$ cat src/design/nonlinear_ladder_lowpass_assert.svh
// Assertion macros for the nonlinear ladder lowpass RTL.
`ifndef NONLINEAR_LADDER_LOWPASS_ASSERT_SVH
`define NONLINEAR_LADDER_LOWPASS_ASSERT_SVH
`ifndef SYNTHESIS
`define NLL_ASSERT(lbl, prop, msg) \
  lbl: assert property (@(posedge clk) disable iff (!rst_n) prop) else $error(msg);
`define NLL_ASSERT_NEXT(lbl, pre, post, msg) \
  lbl: assert property (@(posedge clk) disable iff (!rst_n) (pre) |=> (post)) else $error(msg);
`else
`define NLL_ASSERT(lbl, prop, msg)
`define NLL_ASSERT_NEXT(lbl, pre, post, msg)
`endif
`endif

$ cat src/design/nll_pkg.sv
// Package: widths, constants, types and sequencer states of the ladder lowpass.
package nll_pkg;

  localparam int STAGES    = 4;
  localparam int SIDX_W    = $clog2(STAGES);
  localparam int SAMPLE_W  = 24;
  localparam int CUTOFF_W  = 15;
  localparam int RES_W     = 16;
  localparam int DRIVE_W   = 16;
  localparam int RATE_W    = 18;
  localparam int CFG_W     = 18;
  localparam int CFG_IDX_W = 2;

  localparam int VOLT_W  = 32;
  localparam int SLOPE_W = 48;
  localparam int TANH_W  = 18;

  localparam int MUL_W  = 33;
  localparam int PROD_W = 2 * MUL_W;
  localparam int DIVD_W = 64;
  localparam int DIVS_W = 33;
  localparam int QUO_W  = 32;

  localparam int DIV_LONG_BITS  = 31;
  localparam int DIV_SHORT_BITS = 17;
  localparam int DIV_CNT_W      = $clog2(DIV_LONG_BITS + 1);

  localparam logic [CUTOFF_W-1:0] CUTOFF_RST = 15'd1000;
  localparam logic [RES_W-1:0]    RES_RST    = 16'd0;
  localparam logic [DRIVE_W-1:0]  DRIVE_RST  = 16'd4096;
  localparam logic [RATE_W-1:0]   RATE_RST   = 18'd44100;

  localparam logic [RATE_W-1:0] OVERSAMPLE_RATE = 18'd96000;
  localparam logic signed [MUL_W-1:0] PI_Q30        = 33'sd3373259426;
  localparam logic signed [MUL_W-1:0] TWO_PI_VT_Q30 = 33'sd2104913883;
  localparam int ONE_Q30        = 1073741824;
  localparam int INV_TWO_VT_Q16 = 105026;
  localparam int TANH_K27       = 27 * 65536;
  localparam int V_ARG_LIMIT    = 33554432;
  localparam int TANH_ARG_LIMIT = 3 * 65536;
  localparam longint VOLT_MAX   = 64'sd2147483647;
  localparam longint VOLT_MIN   = -64'sd2147483648;
  localparam int SAMPLE_MAX     = 8388607;
  localparam int SAMPLE_MIN     = -8388608;

  typedef enum logic [CFG_IDX_W-1:0] {
    REG_CUTOFF,
    REG_RESONANCE,
    REG_DRIVE,
    REG_RATE
  } cfg_idx_t;

  typedef struct packed {
    logic [CUTOFF_W-1:0] cutoff;
    logic [RES_W-1:0]    resonance;
    logic [DRIVE_W-1:0]  drive;
    logic [RATE_W-1:0]   rate;
  } cfg_t;

  typedef struct packed {
    logic signed [VOLT_W-1:0]  volt;
    logic signed [SLOPE_W-1:0] slope;
    logic signed [TANH_W-1:0]  th;
  } state_word_t;

  typedef struct packed {
    logic              rd_en;
    logic [SIDX_W-1:0] rd_addr;
    logic              we;
    logic [SIDX_W-1:0] wr_addr;
    state_word_t       wdata;
  } mem_req_t;

  typedef struct packed {
    logic                     start;
    logic                     long_mode;
    logic signed [DIVD_W-1:0] dividend;
    logic [DIVS_W-1:0]        divisor;
  } div_req_t;

  typedef struct packed {
    logic                    busy;
    logic                    done;
    logic signed [QUO_W-1:0] quot;
  } div_rsp_t;

  typedef enum logic [4:0] {
    S_D_PI,
    S_D_XQ_GO,
    S_D_XQ_WAIT,
    S_D_RAT_GO,
    S_D_RAT_WAIT,
    S_D_BASE_MUL,
    S_D_BASE_GO,
    S_D_BASE_WAIT,
    S_D_GAIN_MUL,
    S_D_GAIN,
    S_IDLE,
    S_IN_DRIVE,
    S_IN_FEED,
    S_IN_SUM,
    S_TH_MUL,
    S_TH_ARG,
    S_TH_SQ,
    S_TH_NUM,
    S_TH_NMUL,
    S_TH_DIV,
    S_TH_WAIT,
    S_ST_READ,
    S_ST_LOAD,
    S_ST_MUL,
    S_ST_INT,
    S_ST_WB,
    S_DONE
  } eng_state_t;

endpackage

$ cat src/design/nll_state_mem.sv
// Stage state memory: voltage, slope and saturated output per stage, registered read.
module nll_state_mem (
  input  logic                 clk,
  input  logic                 rst_n,
  input  nll_pkg::mem_req_t    req,
  output nll_pkg::state_word_t rdata
);
  import nll_pkg::*;

  state_word_t       mem [STAGES];
  logic [STAGES-1:0] vld_r;
  state_word_t       rdata_r;

  always_ff @(posedge clk) begin
    if (!rst_n) begin
      vld_r <= '0;
    end else if (req.we) begin
      vld_r[req.wr_addr] <= 1'b1;
    end
  end

  always_ff @(posedge clk) begin
    if (req.we) begin
      mem[req.wr_addr] <= req.wdata;
    end
  end

  always_ff @(posedge clk) begin
    if (req.rd_en) begin
      rdata_r <= vld_r[req.rd_addr] ? mem[req.rd_addr] : '0;
    end
  end

  assign rdata = rdata_r;

endmodule

$ cat config.mk
export PLATFORM = sky130hd
export DESIGN_NAME = nll_state_mem
export DESIGN_NICKNAME = d
export VERILOG_FILES = /design/src/design/nonlinear_ladder_lowpass_assert.svh /design/src/design/nll_pkg.sv /design/src/design/nll_state_mem.sv
export SDC_FILE = /design/constraint.sdc
export NUM_CORES = 1
export LEC_CHECK = 0
export ABC_CLOCK_PERIOD_IN_PS = 8100
export CORE_MARGIN = 4
export CORE_UTILIZATION = 34
export DETAILED_ROUTE_END_ITERATION = 8
export DONT_BUFFER_PORTS = 1
export GPL_ROUTABILITY_DRIVEN = 0
export HOLD_SLACK_MARGIN = 0.15
export PLACE_DENSITY = 0.53
export SETUP_SLACK_MARGIN = 0.5
export SYNTH_ARGS = -nofsm -noshare
export SYNTH_HDL_FRONTEND = slang
export SYNTH_SLANG_ARGS = --single-unit
$ cat constraint.sdc
create_clock -name clk -period 8.1 [get_ports clk]
set_input_delay 0.405 -clock clk [delete_from_list [all_inputs] [get_ports clk]]
set_output_delay 0.405 -clock clk [all_outputs]
set_load 0.02 [all_outputs]
Yosys cells after proc, flatten, opt, wreduce, memory -nomap -nowiden
Memories as Yosys holds them, arrays and structs flattened. A register that Yosys moved wholly into a read port is not among the register bits.
Cells that the tools add are included.
{"block": "word_totals", "reg_bits": 4, "ram_bits": 392, "in_bits": 106, "memories": 1}
{"memory": "mem", "depth": 4, "word_bits": 98, "read_ports": 1, "rd_ports_with_merged_regs": 1, "write_ports": 1, "line": "nll_state_mem.sv:10", "rtl": "state_word_t mem [STAGES];"}
{"block": "op_classes", "n_lt_le_gt_ge": 3, "mux": 6, "bitwise": 1, "n_reduce_logical": 2}
{"op": "$lt A2 B3 Y1 const B", "n": 2}
{"op": "$mux W1", "n": 4}
{"op": "$or A4 B4 Y4", "n": 1}
{"op": "$bmux W1 S2", "n": 1}
{"op": "$demux W1 S2", "n": 1}
{"op": "$ge A2 B1 Y1 const B", "n": 1}
{"op": "$logic_and A1 B1 Y1", "n": 1}
{"op": "$logic_not A1 Y1", "n": 1}

Logic depth before layout (Yosys ltp)
{"block": "logic_depth", "ltp_word": 5, "ltp_mapped": 5, "ltp_nobuf": 2}

Worst setup path before layout
Ideal clock, no wire load.
{"block": "synth_timing", "kind": "input -> register", "start": "input req[98] (netlist name)", "end": "memory mem[0][0] (netlist name) (enable)", "setup_ns": 0.699, "t_arrival_ns": 7.604, "required_time_ns": 7.401, "path_slack_ns": -0.204, "cell_stages": 1, "path_buffers": 0, "cell_sequence": "nor3b_1"}
{"item": "start: declaration", "line": "nll_state_mem.sv:5", "rtl": "input nll_pkg::mem_req_t req,"}
{"item": "end: declaration", "line": "nll_state_mem.sv:10"}
Straight into the memory's write port.

Worst setup path after layout
{"block": "layout_timing", "start": "register vld_r[3]", "end": "register, netlist name rdata[78]"}
{"block": "layout_via", "elab_chain_len": 3}
{"item": "start: declaration", "line": "nll_state_mem.sv:11", "rtl": "logic [STAGES-1:0] vld_r;"}
{"item": "start signal: assignment", "line": "nll_state_mem.sv:16", "rtl": "vld_r <= '0;"}
{"item": "start signal: indexed assignment", "line": "nll_state_mem.sv:18", "rtl": "vld_r[req.wr_addr] <= 1'b1;"}
{"item": "$bmux W1 S2", "line": "nll_state_mem.sv:30", "rtl": "rdata_r <= vld_r[req.rd_addr] ? mem[req.rd_addr] : '0;"}
{"item": "$mux W1 (implied by the code)", "line": "nll_state_mem.sv:30"}
{"item": "$logic_not A1 Y1 (no line)"}
Every way passes these cells. The select of a mux whose other input is x is not followed.
A chain may end at the register's enable or synchronous reset.

==> summary.md <==
| Metric | Value |
|---|---|
| Rel. slew slack | 36.8% |
| CTS Buffer Depth | 3 |
| CTS tree | yes |
| IO Pins | 204 |
| Maximum clock rate | 0.502 GHz |
| Power density cells | 264 nW/um2 |
| Clock slew at reported path FFs | 0.06 ns |
| Min Tclk post-route | 1.99 ns |
| Leak Pwr | 6.88 nW |
| Crit-path slowest cell | mux4_4 |
| Ys Warns | 0 |
| Number of CTS-inserted buffers | 53 |
| FF-to-FF path depth | 2 |
| Synth cell types | 12 |
| Cell Chain, Critical Path | mux4_4 > and2_1 |
| Post-route ant nets | 0 |
| Status | finished clean |
| Chip Height | 237 um |
| Overall Power | 5.63 mW |
| Total negative setup slack | 0 ns |
| Combined buffer and inverter count along the critical path | 0 |
| Number of global-route vias before repair | 8,206 |
| Area post-placement | 18,600 um2 |
| Max_cap viols | 0 |
| Crit path depth | 2 |
| Worst-Skew Late Latency | 0.59 ns |
| Worst-Margin Slew | 0.948 ns |
| Max-slew violation count | 0 |
| Post-Syn Area | 17,900 um2 |
| H-tree lvl count | 2 |
| Crit path max fanout | 98 |
| Syn nets | 837 |
| Crit path launch type | flip-flop |
| Post-DP HPWL | 17.9 mm |
| Post-route DRC | 0 |
| Via/cell ratio | 4.73 |
| Number of DRC markers in iteration 0 | 438 |
| Num rows | 83 |
| GRT Overall Usage | 12.3% |
| Crit-path max cell delay | 1.06 ns |
| DRT Wirelength | 34.7 mm |
| Pin count of the biggest net entering global routing | 100 |
| CP required | 8.42 ns |
| Die area | 56,300 um2 |
| Worst vdd ir | 0.135 mV |
| Via count | 7,486 |
| Initial Utilization | 34.6% |
| Final Cycle Share | 24.6% |
| Fin nets | 966 |
| Number of setup buffers added after CTS | 0 |
| # resized after CTS | 0 |
| Global-route wire length before repair | 52.5 mm |
| Final Hold Violating Endpoints | 0 |
| Setup CP Type | reg2reg |
| Core area | 51,700 um2 |
| Worst Setup End Kind | flip-flop |
| Worst Path Arrival | 2.31 ns |
| Overflow after GRT | 0 |
| Root Buffer | clkbuf_16 |
| Layout fillers | 4,504 |
| Finished layout cell area | 21,400 um2 |
| Hold Path Class | in2reg |
| DRT Pass-1 Iters | 4 |
| Drt wl/cell | 21.9 um |
| Syn Inst Count | 731 |
| Syn Area/Cell | 24.5 um2 |
| Hold Crit Depth | 2 |
| Die width | 237 um |
| Clk sink count | 494 |
| FF+latch count, synth | 494 |
| # setup viols final | 0 |
| Area grow syn2layout | 19.5% |
| RSZ-0062 raised after global routing | no |
| Antenna violations before repair | 6 |
| R2R Setup Slk | 6.11 ns |
| Post-Route Skew | 0.0137 ns |
| Worst path top cell family by delay | multiplexers |
| Register area share after synthesis | 82.8% |
| Port bufs | 0 |
| Layout cell share with drive strength beyond 1 | 20.8% |
==> flip-flops by register name (all words and copies together), names as in the netlist <==
signal and count:
mem 392, vld_r 4, rdata 98
==> power breakdown <==
| part | switching [mW] | total [mW] | leakage, nW | internal [mW] |
|---|---|---|---|---|
| sequential | 0.0694 | 3.03 | 4.64 | 2.96 |
| clock | 0.958 | 2.38 | 0.833 | 1.42 |
| combinational | 0.106 | 0.227 | 1.40 | 0.120 |
| total | 1.13 | 5.63 | 6.88 | 4.50 |
==> worst paths after layout <==
kind	from	end
worst min-delay path	req[102]	rdata[35]
worst max register to register	vld_r[3]	rdata[78]
worst max-delay path	vld_r[3]	rdata[78]
worst min register to register	vld_r[0]	vld_r[0]
==> timing repair <==
item,4_1_cts,5_1_grt
endpoints found under the setup margin,0,0
hold buffers,100,0
hold endpoints to repair,494,0
==> cell type report <==
class | instances | area, um2 | area share [%]
antenna | 4 | 10.0 | 0.0469
tap | 680 | 851 | 3.98
timing repair buffer | 106 | 1060 | 4.98
clock inverter | 31 | 348 | 1.63
multi-input combinational | 205 | 2930 | 13.7
clock buffer | 63 | 1360 | 6.38
sequential | 494 | 14800 | 69.3
==> through the flow <==
| step | std cells | hold slack (ns) | util, % | setup WS [ns] |
|---|---|---|---|---|
| after floorplan | 731 | 0.435 | - | 3.35 |
| after global placement | 1385 | 0.443 | 36.0 | 5.45 |
| after detailed placement | 1385 | 0.455 | 36.0 | 5.44 |
| after CTS | 1579 | 0.177 | 41.3 | 6.04 |
| after global routing | 1581 | 0.185 | 41.3 | 6.01 |
| final | 1583 | 0.208 | 41.3 | 6.11 |
==> synth_stat cells <==
cell      count  area share (%)
and2_1       98             3.4
and3_1        1           0.035
and3b_1       2           0.098
buf_2        11            0.31
buf_4         2           0.084
buf_6         5            0.31
clkbuf_1     14            0.29
dfxtp_1       4            0.45
edfxtp_1    490              82
mux4_2       99              12
nor3b_1       1           0.042
o21a_1        4            0.17
==> cells by family after synthesis <==
group / Yosys count / synth area share (%)
simple gates: 102 / 3.60
mux: 99 / 12.5
flops: 494 / 82.8
buf+inv: 32 / 1.00
compound gates: 4 / 0.168
==> cells in the final DEF, fill, tap and decap left out, types with 6 or more instances in the layout <==
cell,count
mux4_2,98
clkinv_1,7
clkbuf_16,53
clkbuf_1,10
bufinv_16,7
dlygate4sd3_1,99
clkinv_2,9
buf_4,6
edfxtp_1,490
and2_1,98
==> routing by layer <==
layer	track usage, %	up-vias	part of all wire [%]
met5	0	-	0.078
met4	3.98	4	2.2
met3	3.52	59	6.3
met2	18.9	206	46
met1	17.0	3932	45
li1	-	3285	-
No activity file was read; power rests on OpenSTA's default activity.
