$ cat src/design/nonlinear_ladder_lowpass_assert.svh
// Assertion macros for the nonlinear ladder lowpass RTL.
`ifndef NONLINEAR_LADDER_LOWPASS_ASSERT_SVH
`define NONLINEAR_LADDER_LOWPASS_ASSERT_SVH
`ifndef SYNTHESIS
`define NLL_ASSERT(lbl, prop, msg) \
  lbl: assert property (@(posedge clk) disable iff (!rst_n) prop) else $error(msg);
`define NLL_ASSERT_NEXT(lbl, pre, post, msg) \
  lbl: assert property (@(posedge clk) disable iff (!rst_n) (pre) |=> (post)) else $error(msg);
`else
`define NLL_ASSERT(lbl, prop, msg)
`define NLL_ASSERT_NEXT(lbl, pre, post, msg)
`endif
`endif

$ cat src/design/nll_pkg.sv
// Package: widths, constants, types and sequencer states of the ladder lowpass.
package nll_pkg;

  localparam int STAGES    = 4;
  localparam int SIDX_W    = $clog2(STAGES);
  localparam int SAMPLE_W  = 24;
  localparam int CUTOFF_W  = 15;
  localparam int RES_W     = 16;
  localparam int DRIVE_W   = 16;
  localparam int RATE_W    = 18;
  localparam int CFG_W     = 18;
  localparam int CFG_IDX_W = 2;

  localparam int VOLT_W  = 32;
  localparam int SLOPE_W = 48;
  localparam int TANH_W  = 18;

  localparam int MUL_W  = 33;
  localparam int PROD_W = 2 * MUL_W;
  localparam int DIVD_W = 64;
  localparam int DIVS_W = 33;
  localparam int QUO_W  = 32;

  localparam int DIV_LONG_BITS  = 31;
  localparam int DIV_SHORT_BITS = 17;
  localparam int DIV_CNT_W      = $clog2(DIV_LONG_BITS + 1);

  localparam logic [CUTOFF_W-1:0] CUTOFF_RST = 15'd1000;
  localparam logic [RES_W-1:0]    RES_RST    = 16'd0;
  localparam logic [DRIVE_W-1:0]  DRIVE_RST  = 16'd4096;
  localparam logic [RATE_W-1:0]   RATE_RST   = 18'd44100;

  localparam logic [RATE_W-1:0] OVERSAMPLE_RATE = 18'd96000;
  localparam logic signed [MUL_W-1:0] PI_Q30        = 33'sd3373259426;
  localparam logic signed [MUL_W-1:0] TWO_PI_VT_Q30 = 33'sd2104913883;
  localparam int ONE_Q30        = 1073741824;
  localparam int INV_TWO_VT_Q16 = 105026;
  localparam int TANH_K27       = 27 * 65536;
  localparam int V_ARG_LIMIT    = 33554432;
  localparam int TANH_ARG_LIMIT = 3 * 65536;
  localparam longint VOLT_MAX   = 64'sd2147483647;
  localparam longint VOLT_MIN   = -64'sd2147483648;
  localparam int SAMPLE_MAX     = 8388607;
  localparam int SAMPLE_MIN     = -8388608;

  typedef enum logic [CFG_IDX_W-1:0] {
    REG_CUTOFF,
    REG_RESONANCE,
    REG_DRIVE,
    REG_RATE
  } cfg_idx_t;

  typedef struct packed {
    logic [CUTOFF_W-1:0] cutoff;
    logic [RES_W-1:0]    resonance;
    logic [DRIVE_W-1:0]  drive;
    logic [RATE_W-1:0]   rate;
  } cfg_t;

  typedef struct packed {
    logic signed [VOLT_W-1:0]  volt;
    logic signed [SLOPE_W-1:0] slope;
    logic signed [TANH_W-1:0]  th;
  } state_word_t;

  typedef struct packed {
    logic              rd_en;
    logic [SIDX_W-1:0] rd_addr;
    logic              we;
    logic [SIDX_W-1:0] wr_addr;
    state_word_t       wdata;
  } mem_req_t;

  typedef struct packed {
    logic                     start;
    logic                     long_mode;
    logic signed [DIVD_W-1:0] dividend;
    logic [DIVS_W-1:0]        divisor;
  } div_req_t;

  typedef struct packed {
    logic                    busy;
    logic                    done;
    logic signed [QUO_W-1:0] quot;
  } div_rsp_t;

  typedef enum logic [4:0] {
    S_D_PI,
    S_D_XQ_GO,
    S_D_XQ_WAIT,
    S_D_RAT_GO,
    S_D_RAT_WAIT,
    S_D_BASE_MUL,
    S_D_BASE_GO,
    S_D_BASE_WAIT,
    S_D_GAIN_MUL,
    S_D_GAIN,
    S_IDLE,
    S_IN_DRIVE,
    S_IN_FEED,
    S_IN_SUM,
    S_TH_MUL,
    S_TH_ARG,
    S_TH_SQ,
    S_TH_NUM,
    S_TH_NMUL,
    S_TH_DIV,
    S_TH_WAIT,
    S_ST_READ,
    S_ST_LOAD,
    S_ST_MUL,
    S_ST_INT,
    S_ST_WB,
    S_DONE
  } eng_state_t;

endpackage

$ cat src/design/nll_div.sv
// Shared restoring divider, one quotient bit per cycle, truncating toward zero.
module nll_div (
  input  logic              clk,
  input  logic              rst_n,
  input  nll_pkg::div_req_t req,
  output nll_pkg::div_rsp_t rsp
);
  import nll_pkg::*;

  logic                 busy_r, busy_nxt;
  logic [DIV_CNT_W-1:0] cnt_r, cnt_nxt;
  logic [DIVD_W-1:0]    rem_r, rem_nxt;
  logic [DIVD_W-1:0]    dsr_r, dsr_nxt;
  logic [QUO_W-1:0]     q_r, q_nxt;
  logic                 neg_r, neg_nxt;

  always_ff @(posedge clk) begin
    if (!rst_n) begin
      busy_r <= 1'b0;
      cnt_r  <= '0;
    end else begin
      busy_r <= busy_nxt;
      cnt_r  <= cnt_nxt;
    end
  end

  always_ff @(posedge clk) begin
    rem_r <= rem_nxt;
    dsr_r <= dsr_nxt;
    q_r   <= q_nxt;
    neg_r <= neg_nxt;
  end

  always_comb begin
    busy_nxt = busy_r;
    cnt_nxt  = cnt_r;
    rem_nxt  = rem_r;
    dsr_nxt  = dsr_r;
    q_nxt    = q_r;
    neg_nxt  = neg_r;
    if (req.start) begin
      busy_nxt = 1'b1;
      neg_nxt  = req.dividend[DIVD_W-1];
      rem_nxt  = req.dividend[DIVD_W-1] ? DIVD_W'(-req.dividend) : DIVD_W'(req.dividend);
      q_nxt    = '0;
      if (req.long_mode) begin
        dsr_nxt = DIVD_W'(req.divisor) << (DIV_LONG_BITS - 1);
        cnt_nxt = DIV_CNT_W'(DIV_LONG_BITS);
      end else begin
        dsr_nxt = DIVD_W'(req.divisor) << (DIV_SHORT_BITS - 1);
        cnt_nxt = DIV_CNT_W'(DIV_SHORT_BITS);
      end
    end else if (busy_r) begin
      if (cnt_r == '0) begin
        busy_nxt = 1'b0;
      end else begin
        if (rem_r >= dsr_r) begin
          rem_nxt = rem_r - dsr_r;
          q_nxt   = {q_r[QUO_W-2:0], 1'b1};
        end else begin
          q_nxt   = {q_r[QUO_W-2:0], 1'b0};
        end
        dsr_nxt = dsr_r >> 1;
        cnt_nxt = cnt_r - 1'b1;
      end
    end
  end

  assign rsp.busy = busy_r;
  assign rsp.done = busy_r && (cnt_r == '0);
  assign rsp.quot = neg_r ? -$signed(q_r) : $signed(q_r);

endmodule

$ cat config.mk
export PLATFORM = sky130hd
export DESIGN_NAME = nll_div
export DESIGN_NICKNAME = d
export VERILOG_FILES = /design/src/design/nonlinear_ladder_lowpass_assert.svh /design/src/design/nll_pkg.sv /design/src/design/nll_div.sv
export SDC_FILE = /design/constraint.sdc
export NUM_CORES = 1
export LEC_CHECK = 0
export ABC_AREA = 0
export BUFFER_PORTS_ARGS = -buffer_cell sky130_fd_sc_hd__buf_2
export CAP_MARGIN = 20
export CORE_MARGIN = 8
export CORE_UTILIZATION = 45
export DETAILED_ROUTE_END_ITERATION = 7
export PLACE_DENSITY = 0.68
export RECOVER_POWER = 100
export SYNTH_ARGS = -nofsm -noshare
export SYNTH_HDL_FRONTEND = slang
export SYNTH_SLANG_ARGS = --single-unit
export TNS_END_PERCENT = 30
$ cat constraint.sdc
create_clock -name clk -period 3.92 [get_ports clk]
set_input_delay 0.98 -clock clk [delete_from_list [all_inputs] [get_ports clk]]
set_output_delay 0.98 -clock clk [all_outputs]
set_load 0.01 [all_outputs]
-- Word level (Yosys, flattened, before mapping)
Index checks and enable logic that the tools add are counted.
- magnitude comparators: 1
- add/subtract/negate cells: 4
- equality and inequality tests: 1
- reduce and logical (&&, ||, !) cells: 7
- multiplexer cells: 18
- bitwise logic cells: 1
- operators with widths (kind ; count):
    64-bit two-way mux ; 8
    64-bit >= comparator ; 1
    64-bit negation ; 1
    64-bit subtractor ; 1
    63-bit two-way mux ; 1
    32-bit two-way mux ; 1
    32-bit negation ; 1
    5-bit two-way mux ; 3
    5-bit zero test ; 1
    5-bit by 1-bit subtractor with 5-bit output (second input constant) ; 1
    1-bit two-way mux ; 4
    4-bit two-way mux ; 1
    2-bit AND reduction ; 2
    2-bit nonzero test ; 2
    3-bit AND reduction ; 1
    2-bit inequality test (second input constant) ; 1
    1-bit logical AND ; 1
    1-bit inverter ; 1
- register bits: 167
- input port bits: 101
- word-level logic and storage cells: 38

-- Depth between registers and ports, before layout
Gate-level depths: netlist of the first run.
- depth after elaboration: 5
- gate-level depth with buffers: 13

-- Worst setup path after synthesis of the first run
Ideal clock, no wire load.
- path kind: reg-to-reg
- from: reg dsr_r[0]
- to: reg rem_r[0] (enable)
- clock period less this slack: 4221 ps
- setup time: 421 ps
- path slack: -301 ps
- path buffers: 0
- stages on the path, launching flop included: 13
- arrival: 3800 ps
- path through: edfxtp_1 > ha_1 > inv_1 > fa_1 > a21oi_1 > o221ai_1 > o21ai_0 > o21ai_0 > a221oi_1 > o211ai_1 > a31oi_1 > o21ai_0 > a21o_1
- word-level cells in the longest chain between the ends: 3
- ends and longest elaborated chain (item ; line ; text):
    start, declared ; nll_div.sv:13 ; logic [DIVD_W-1:0] dsr_r, dsr_nxt;
    start signal, assigned ; nll_div.sv:29 ; dsr_r <= dsr_nxt;
    64-bit >= comparator ; nll_div.sv:57 ; if (rem_r >= dsr_r) begin
    2-bit nonzero test (no line) ; - ;
    3-bit AND reduction (no line) ; - ;
    end signal, assigned ; nll_div.sv:28 ; rem_r <= rem_nxt;
    end, declared ; nll_div.sv:12 ; logic [DIVD_W-1:0] rem_r, rem_nxt;
Every way passes these cells.
A chain may end at the register's enable or synchronous reset.

==> results by stage, run 1 <==
Power:
- The static leakage is 5.725 nW.
- The total power divided by cell area is 561.2 nW/um^2.
- IR analysis of the VDD net gives a maximum drop of 0.0003247 V.

Layout:
- Leaving out fill and tap cells, the most frequent cell in the layout is nand2_1.
- The number of fillers in the final layout is 2,679.
- The share of the core filled with cells is 52.54%.
- The count of non-filler cells in the finished layout is 2,066.
- From synthesis to final layout, the design area changed by 14.82%.
- Cells with a size suffix above 1 make up 12.83% of the layout.
- Summing all flip-flop and latch instances after layout gives 4614 um^2.
- The final layout contains 1,840 nets.
- In the layout the commonest cells are nand2_1, a21oi_1, o21ai_0.
- Summing all multi-input logic gate instances after layout gives 7606 um^2.

Yosys:
- The number of enable flip-flop cells after synthesis is 128.
- After synthesis, the share of flip-flops with an asynchronous set or reset is 0%.
- In this run, distinct cell masters in the synthesized netlist total 68.
- The mapped netlist covers 12,750 um^2.
- The share of the Yosys chip area taken by registers is 36.12%.
- Sorting the synthesized cells by area gives the leading types as edfxtp_1, xnor2_1, nand2_1, ha_1, a21oi_1.
- During synthesis, Yosys emitted a total of 0 warnings.
- The dominant synthesized flop cell is edfxtp_1.
- Synthesis inferred 166 register bits.
- The mean instance size in the synthesized netlist is 8.225 um^2.
- The dominant cell type by area after synthesis is edfxtp_1.
- The number of nets handed over by synthesis was 1,719.
- The cell count after synthesis is 1,550.
- The top-area cell type share of the netlist area is 30.15%.

Worst hold path:
- The path class of the tightest hold or removal check is reg2reg.
- The hold path startpoint is q_r[31]$_SDFFE_PP0P_.
- The hold-critical path depth is 2.
- The path with the worst hold slack has its endpoint at q_r[31]$_SDFFE_PP0P_.

Setup path:
- The largest fanout on the critical path is 4.
- The kind of end point of the critical path is an output port.
- The cell with the largest stage delay on the worst path is or3_4.
- The kind of start point of the critical path is a flop.
- The signal on the critical path passes through nor3_4, nand3b_1, nor2_1, nand2_1, or3_4, or3_4, or3_4, o41ai_4, xnor2_1, buf_2.
- By startpoint and endpoint, the worst setup path is classified as reg2out.
- Data on the critical path arrives at its endpoint at 2940 ps.
- The reg-to-reg critical path startpoint is rem_r[0]$_DFFE_PP_.
- Measured in cells, the most critical reg-to-reg path has a length of 15.
- The worst register-to-register path ends at rem_r[56]$_DFFE_PP_.
- The required arrival time at the worst endpoint is 2940 ps.
- Together, buffers and inverters on the worst path number 1.
- The delay contributed by the slowest stage of the critical path is 420 ps.
- The worst register-to-register path has a setup slack of 160 ps.
- The kind of cell adding the most delay to the critical path is simple AND/OR/NAND/NOR gates.
- The cell occurring most often along the worst timing path is or3_4.

Floorplan:
- The floorplan has 61 rows.
- The width of the chip is 184.3 um.
- The core region is 27,860 um^2.
- The number of placed I/O pins is 135.
- The die covers 33,970 um^2.
- The initial utilization of the core area, before any placement, comes to 45.76%.
- The die height is 184.3 um.

Routing:
- In this run, the number of DRC markers left after iteration 0 of detailed routing was 778.
- The final route contains 11.64k vias.
- Wires add up to 37,720 um.
- In the final routed layout, each cell accounts on average for 18.26 um.
- After detailed routing, the number of vias per cell comes to 5.636.
- The post-detailed-route count of antenna-violating nets is 0.
- Before antenna repair, the detailed router went through 7 iterations.
- The total DRC errors in the routed layout is 0.

STA:
- Setup repair after global routing could not meet its margin everywhere.
- The final-layout worst hold slack is 475.5 ps.
- The number of hold violations in the final report is 0.
- The final period demand of the worst path is 3924 ps.
- The final setup skew is 17.05 ps.
- The transition time at the pin with the least slew margin is 1723 ps.
- The fmax is 254.8 MHz.
- Setup violations remaining at the end of the flow were counted as 1.
- The final cycle utilization of the critical path is 100.1%.
- Summed over all failing endpoints, the final setup total negative slack is -4.103 ps.
- The final setup slack of the worst path is -4.103 ps.
- Headroom to the max-slew limit came out at -14.86%.
- The number of pins with negative max-slew slack in the final report is 60.

Placement:
- The count of buffers from port buffering is 134.
- The number of cells after detailed placement is 2,019.
- The half-perimeter wire length of the detailed placement result is 29,190 um.
- At the end of routability-driven placement, the weighted congestion stood at 0.9359.

Clock network:
- The clock slew seen by the registers of the worst setup and hold paths is 60 ps.
- The total number of clock tree sinks is 166.
- The H-tree depth is 4.
- TritonCTS built the clock tree.
- The total clock buffers created by CTS is 17.
- The master cell of the clock root buffer is clkbuf_16.
- The number of hold buffers added after CTS is 0.
- The number of buffers on the longest clock path is 2.
- The worst-skew pair later-pin latency is 440 ps.

Global routing:
- Entering global routing, the biggest net connects 120 pins.
- The via count of the first global-routing pass is 11.03k.
- The number of antenna violations at the first check in global routing is 1.
- The overall fraction of global-route tracks in use is 21.62%.
- The total global routing overflow is 0.
- The wire length of the first global-routing pass is 58,480 um.

Run status:
- The final reports fail on capacitance limit, slew limit, setup timing.
- The flow ran to the end, but the final reports show violations.

Flow run:
- The max-cap check violation count is 2.
-- how the worst max path moves through the flow --
stage	startpoint	to	slack, ps	depth (start not counted)
after detailed placement	req[37]	rem_r[57]$_DFFE_PP_	-30	11
after global placement	req[57]	rem_r[61]$_DFFE_PP_	60	10
final	q_r[2]$_SDFFE_PP0P_	rsp[26]	-4	10
after CTS	q_r[1]$_SDFFE_PP0P_	rsp[26]	-40	11
after floorplan	rem_r[0]$_DFFE_PP_	rem_r[0]$_DFFE_PP_	140	13
after global routing	q_r[2]$_SDFFE_PP0P_	rsp[26]	-130	10
-- routing by layer --
layer / wire [um] / GRT usage, % / share of wire [%] / vias up
li1: - / - / - / 5796
met1: 18150 / 31.86 / 48 / 5411
met2: 15910 / 31.72 / 42 / 391
met3: 3012 / 4.056 / 8.0 / 43
met4: 637 / 5.776 / 1.7 / 2
met5: 13 / 0 / 0.034 / -
-- per-stage QoR --
stage,worst slack [ps],total power (W),area (um^2)
2_1_floorplan,135.3,0.005287,12750
3_3_place_gp,63.52,0.006386,13920
3_5_place_dp,-30.06,0.006392,13920
4_1_cts,-41.16,0.008156,14630
5_1_grt,-126.0,0.008733,14630
6_report,-4.103,0.008215,14640
-- registers in the layout (all words and copies together), names as in the netlist --
| register | count |
|---|---|
| rem_r | 64 |
| q_r | 32 |
| busy_r | 1 |
| neg_r | 1 |
| cnt_r | 5 |
| dsr_r | 63 |
-- timing repair --
item,CTS,global route
setup endpoints to repair,7,75
cloned,0,0
pin swaps,6,10
buffers inserted,5,6
gates resized for setup,17,15
-- cells in the mapped netlist, types with 13 or more instances --
| cell type | number |
|---|---|
| nand2_1 | 229 |
| a21oi_1 | 159 |
| o21ai_0 | 148 |
| edfxtp_1 | 128 |
| nor2_1 | 115 |
| xnor2_1 | 104 |
| inv_1 | 89 |
| ha_1 | 67 |
| clkbuf_1 | 66 |
| xor2_1 | 44 |
| dfxtp_1 | 38 |
| o31ai_1 | 31 |
| a21o_1 | 27 |
| nand4_1 | 25 |
| nor3_1 | 25 |
| nand3_1 | 24 |
| mux2i_1 | 22 |
| or3_1 | 20 |
| o21bai_1 | 14 |
| nand2b_1 | 13 |
| nor2b_1 | 13 |
| o41ai_1 | 13 |
-- cell type report --
type	instances	share of cell area, %
inverter	89	2.282
timing repair buffer	182	6.813
sequential	166	31.52
clock inverter	6	0.3419
multi-input combinational	1215	51.96
antenna	4	0.06838
tap	378	3.231
clock buffer	26	3.778
-- cells by family (layout without fill, tap and decap cells) --
| group | count (synthesis) | in the layout | share of synthesized area [%] |
|---|---|---|---|
| adder cells (fa/ha/maj) | 68 | 68 | 6.733 |
| AO/OA/AOI/OAI | 459 | 459 | 21.33 |
| XOR/XNOR | 148 | 148 | 10.17 |
| buffers and inverters | 169 | 303 | 5.045 |
| flip-flops | 166 | 166 | 36.12 |
| AND/OR/NAND/NOR | 517 | 517 | 18.79 |
| multiplexers | 23 | 23 | 1.816 |
| other | 0 | 4 | 0 |
-- power by group --
group          total [W]  internal, W  switching [W]
clock            0.00172     0.000986       0.000735
sequential       0.00249      0.00233       0.000162
combinational    0.00400      0.00153        0.00247
total            0.00822      0.00485        0.00337
-- worst reg2reg max path, stage by stage (launching register included) --
cell	delay, ps
edfxtp_1	360
inv_1	60
ha_1	170
inv_1	60
fa_1	430
a21oi_1	160
o221ai_1	160
o21ai_0	200
clkbuf_1	190
o21ai_0	190
a221oi_2	330
clkbuf_1	280
o21ai_0	220
a21oi_1	310
xor2_1	290
o21ai_1	100
Power figures use the tool's default switching activity.
==> run 2, diff against run 1 <==
CELL_PAD_IN_SITES_DETAIL_PLACEMENT = 0   (was not set)
CELL_PAD_IN_SITES_GLOBAL_PLACEMENT = 2   (was not set)
CORE_UTILIZATION = 33   (was 45)
PLACE_DENSITY = 0.8   (was 0.68)
==> run 2 against run 1 <==
The run ends with capacitance limit, slew limit left. Clock skew shrank 1.8 ps. Sequential share of layout area down 0.70 points. Register-to-register slack improved by 120 ps. Global-route usage fell by 3.4 points. Largest cell class unchanged.
==> results by stage, run 2 (synthesis results as in run 1) <==
Placement:
- The half-perimeter wire length of the detailed placement result is 32,360 um (+11%).
- The final weighted congestion in routability-driven placement was 0.8770 (-6.3%).
- The count of buffers from port buffering is 134 (unchanged).

Layout:
- The number of nets in the layout is 1,854 (+0.76%).
- The share of the core filled with cells is 38.99% (-14 points).
- The number of flip-flops under the largest register name came to 64 (unchanged).
- The largest registers in the layout are rem_r x64, dsr_r x63, q_r x32.
- In the layout the commonest cells are nand2_1, a21oi_1, o21ai_0.
- The largest register by flop count is rem_r.
- The fraction of layout instances using a drive strength above 1 was 13.84% (+1.0 points).
- Compared with the post-synthesis result, the final layout area differs by 17.38%.
- The most frequent standard cell in the layout excluding fill and tap cells is nand2_1.

Floorplan:
- The number of placed I/O pins came to 135 (unchanged).
- The core footprint came to 38,380 um^2 (+38%).
- The die height is 212.6 um (+15%).
- The width of the chip is 212.6 um (+15%).
- The initial standard-cell utilization of the core came to 33.22% (-13 points).
- The area of the die is 45,180 um^2 (+33%).
- The number of cell rows is 72 (+18%).

Power:
- The maximum ir drop on the vdd rail was 0.0002918 V (-10%).
- The total chip power is 0.008317 W (+1.2%).
- The static leakage is 5.835 nW (+1.9%).
- The total power divided by cell area was 555.8 nW/um^2 (-0.97%).

Flow run:
- The max-cap check violation count is 1 (-1).

STA:
- The number of hold violations in the final report came to 0 (unchanged).
- The relative slew slack is -37.80% (-23 points).
- Setup repair after global routing could not meet its margin everywhere.
- The final period demand of the worst path is 3919 ps (-5.167 ps).
- The final setup skew came to 15.27 ps (-1.776 ps).
- The count of final setup violators is 0 (-1).
- The transition time at the pin with the least slew margin is 2067 ps (+344.1 ps).
- The final cycle utilization of the critical path is 99.97% (-0.13 points).
- The number of pins with negative max-slew slack in the final report is 43 (-28%).
- The setup TNS after final layout is 0 ps (+4.103 ps).
- The fmax came to 255.2 MHz (+0.13%).

Global routing:
- The overall fraction of global-route tracks in use came to 18.25% (-3.4 points).
- The global routing met2 resource utilization is 27.64% (-4.1 points).
- The largest net degree at the start of global routing was 92 (-23%).
- The total global routing overflow is 0 (unchanged).
- The busiest layer in global routing is met2.
- The global-route track usage on met1 is 27.33% (-4.5 points).
- The number of antenna violations at the first check in global routing is 1 (unchanged).
- The via count of the first global-routing pass is 10.98k (-0.47%).
- The met3 usage in global routing is 2.845% (-1.2 points).
- The wire length of the first global-routing pass came to 64,270 um (+9.9%).

Setup path:
- The largest individual stage delay along the critical path comes from the cell or3_1.
- The largest fanout on the critical path came to 5 (+1).
- The critical path data arrival time is 2940 ps (about the same).
- The kind of end point of the critical path is an output port.
- The kind of start point of the critical path is a flop.
- The delay contributed by the slowest stage of the critical path is 420 ps (about the same).
- The critical path in this run is classified as reg2out.
- The cell occurring most often along the worst timing path is or3_4.
- The required arrival time at the worst endpoint came to 2940 ps (about the same).
- The signal on the critical path passes through or3_1, or3_4, or3_4, or3_4, o41ai_4, xnor2_1, buf_2.

Clock network:
- The clock slew seen by the registers of the worst setup and hold paths is 80 ps (+20 ps).
- Clock tree synthesis selected as its root buffer the cell clkbuf_16.
- The number of hold buffers added after CTS came to 0 (unchanged).
- The worst-skew pair later-pin latency was 450 ps (about the same).
- The total clock buffers created by CTS is 17 (unchanged).
- The number of buffers on the longest clock path is 2 (unchanged).
- The total number of clock tree sinks is 166 (unchanged).
- The H-tree depth came to 4 (unchanged).
- TritonCTS built the clock tree.

Routing:
- The mean number of vias per cell came to 5.176 (-8.2%).
- The total DRC errors in the routed layout is 0 (unchanged).
- The total detailed-routing wirelength came to 41,510 um (+10%).
- The detailed-route via count came to 11.48k (-1.4%).
- The number of design-rule violations left by the first detailed-router iteration is 881 (+13%).
- The number of iterations in the first detailed-routing pass was 7 (unchanged).
- The average wire per cell in the routed design is 18.72 um (+2.5%).
- The post-detailed-route count of antenna-violating nets is 0 (unchanged).

Worst hold path:
- In this run the worst hold path is classified as reg2reg.

Run status:
- The final reports fail on capacitance limit, slew limit.
- The flow ran to the end, but the final reports show violations.
run 2: cell count changes in the layout (fill, tap and decap cells not counted), moves of 4 or more:
| cell | previous run | this run |
|---|---|---|
| buf_6 | 1 | 8 |
| inv_8 | 0 | 4 |
| buf_2 | 103 | 110 |
| clkbuf_1 | 41 | 29 |
| buf_4 | 31 | 42 |
run 2: metal layers:
| metal | vias up | part of all wire (%) |
|---|---|---|
| li1 | 5807 | - |
| met5 | - | 0.031 |
| met4 | 2 | 0.60 |
| met1 | 5387 | 52 |
| met2 | 262 | 43 |
| met3 | 17 | 5.2 |
run 2: worst max-delay path: cells and delay by family, from the launching register on:
| family | cells | cell delay [ps] |
|---|---|---|
| and+or+nand+nor | 4 | 1590 |
| DFF | 1 | 380 |
| AOI/OAI and AO/OA | 1 | 220 |
| xor gates and xnor gates | 1 | 160 |
| buffers and inverters | 1 | 160 |
run 2: final timing paths:
kind	end	cells past startpoint	slack, ps	startpoint
max	rsp[26]	7	1	q_r[11]$_SDFFE_PP0P_
min reg2reg	q_r[31]$_SDFFE_PP0P_	2	470	q_r[31]$_SDFFE_PP0P_
max reg2reg	rem_r[55]$_DFFE_PP_	15	280	rem_r[0]$_DFFE_PP_
min	q_r[31]$_SDFFE_PP0P_	2	470	q_r[31]$_SDFFE_PP0P_
run 2: stage by stage:
step	instance area, um^2	cells	setup WS [ps]	hold WS [ps]
after floorplan	12750	1550	135.3	448.8
after global placement	14160	2167	12.54	460.9
after detailed placement	14160	2167	-42.03	461.2
after CTS	14950	2214	-64.09	472.8
after global routing	14960	2216	-190.1	506.4
final	14960	2217	1.064	472.8
run 2: final cells by class:
| cell class | count | area [um^2] |
|---|---|---|
| timing repair buffer | 196 | 1165 |
| fill | 4015 | 23410 |
| clock buffer | 18 | 450.4 |
| inverter | 89 | 334.1 |
| clock inverter | 14 | 152.6 |
| sequential | 166 | 4612 |
| tap | 518 | 648.1 |
| multi-input combinational | 1215 | 7600 |
| antenna | 1 | 2.502 |
run 2: report_power, final:
| group | switching, W | internal (W) | leakage, nW | total (W) |
|---|---|---|---|---|
| Clock | 0.000862 | 0.000893 | 0.297 | 0.00175 |
| Combinational | 0.00252 | 0.00157 | 3.93 | 0.00409 |
| Sequential | 0.000150 | 0.00233 | 1.61 | 0.00248 |
run 2: repair_timing:
item / in CTS / in global routing
gates resized for setup: 18 / 19
setup endpoints to repair: 8 / 78
buffers inserted: 15 / 3
pin swaps: 8 / 11
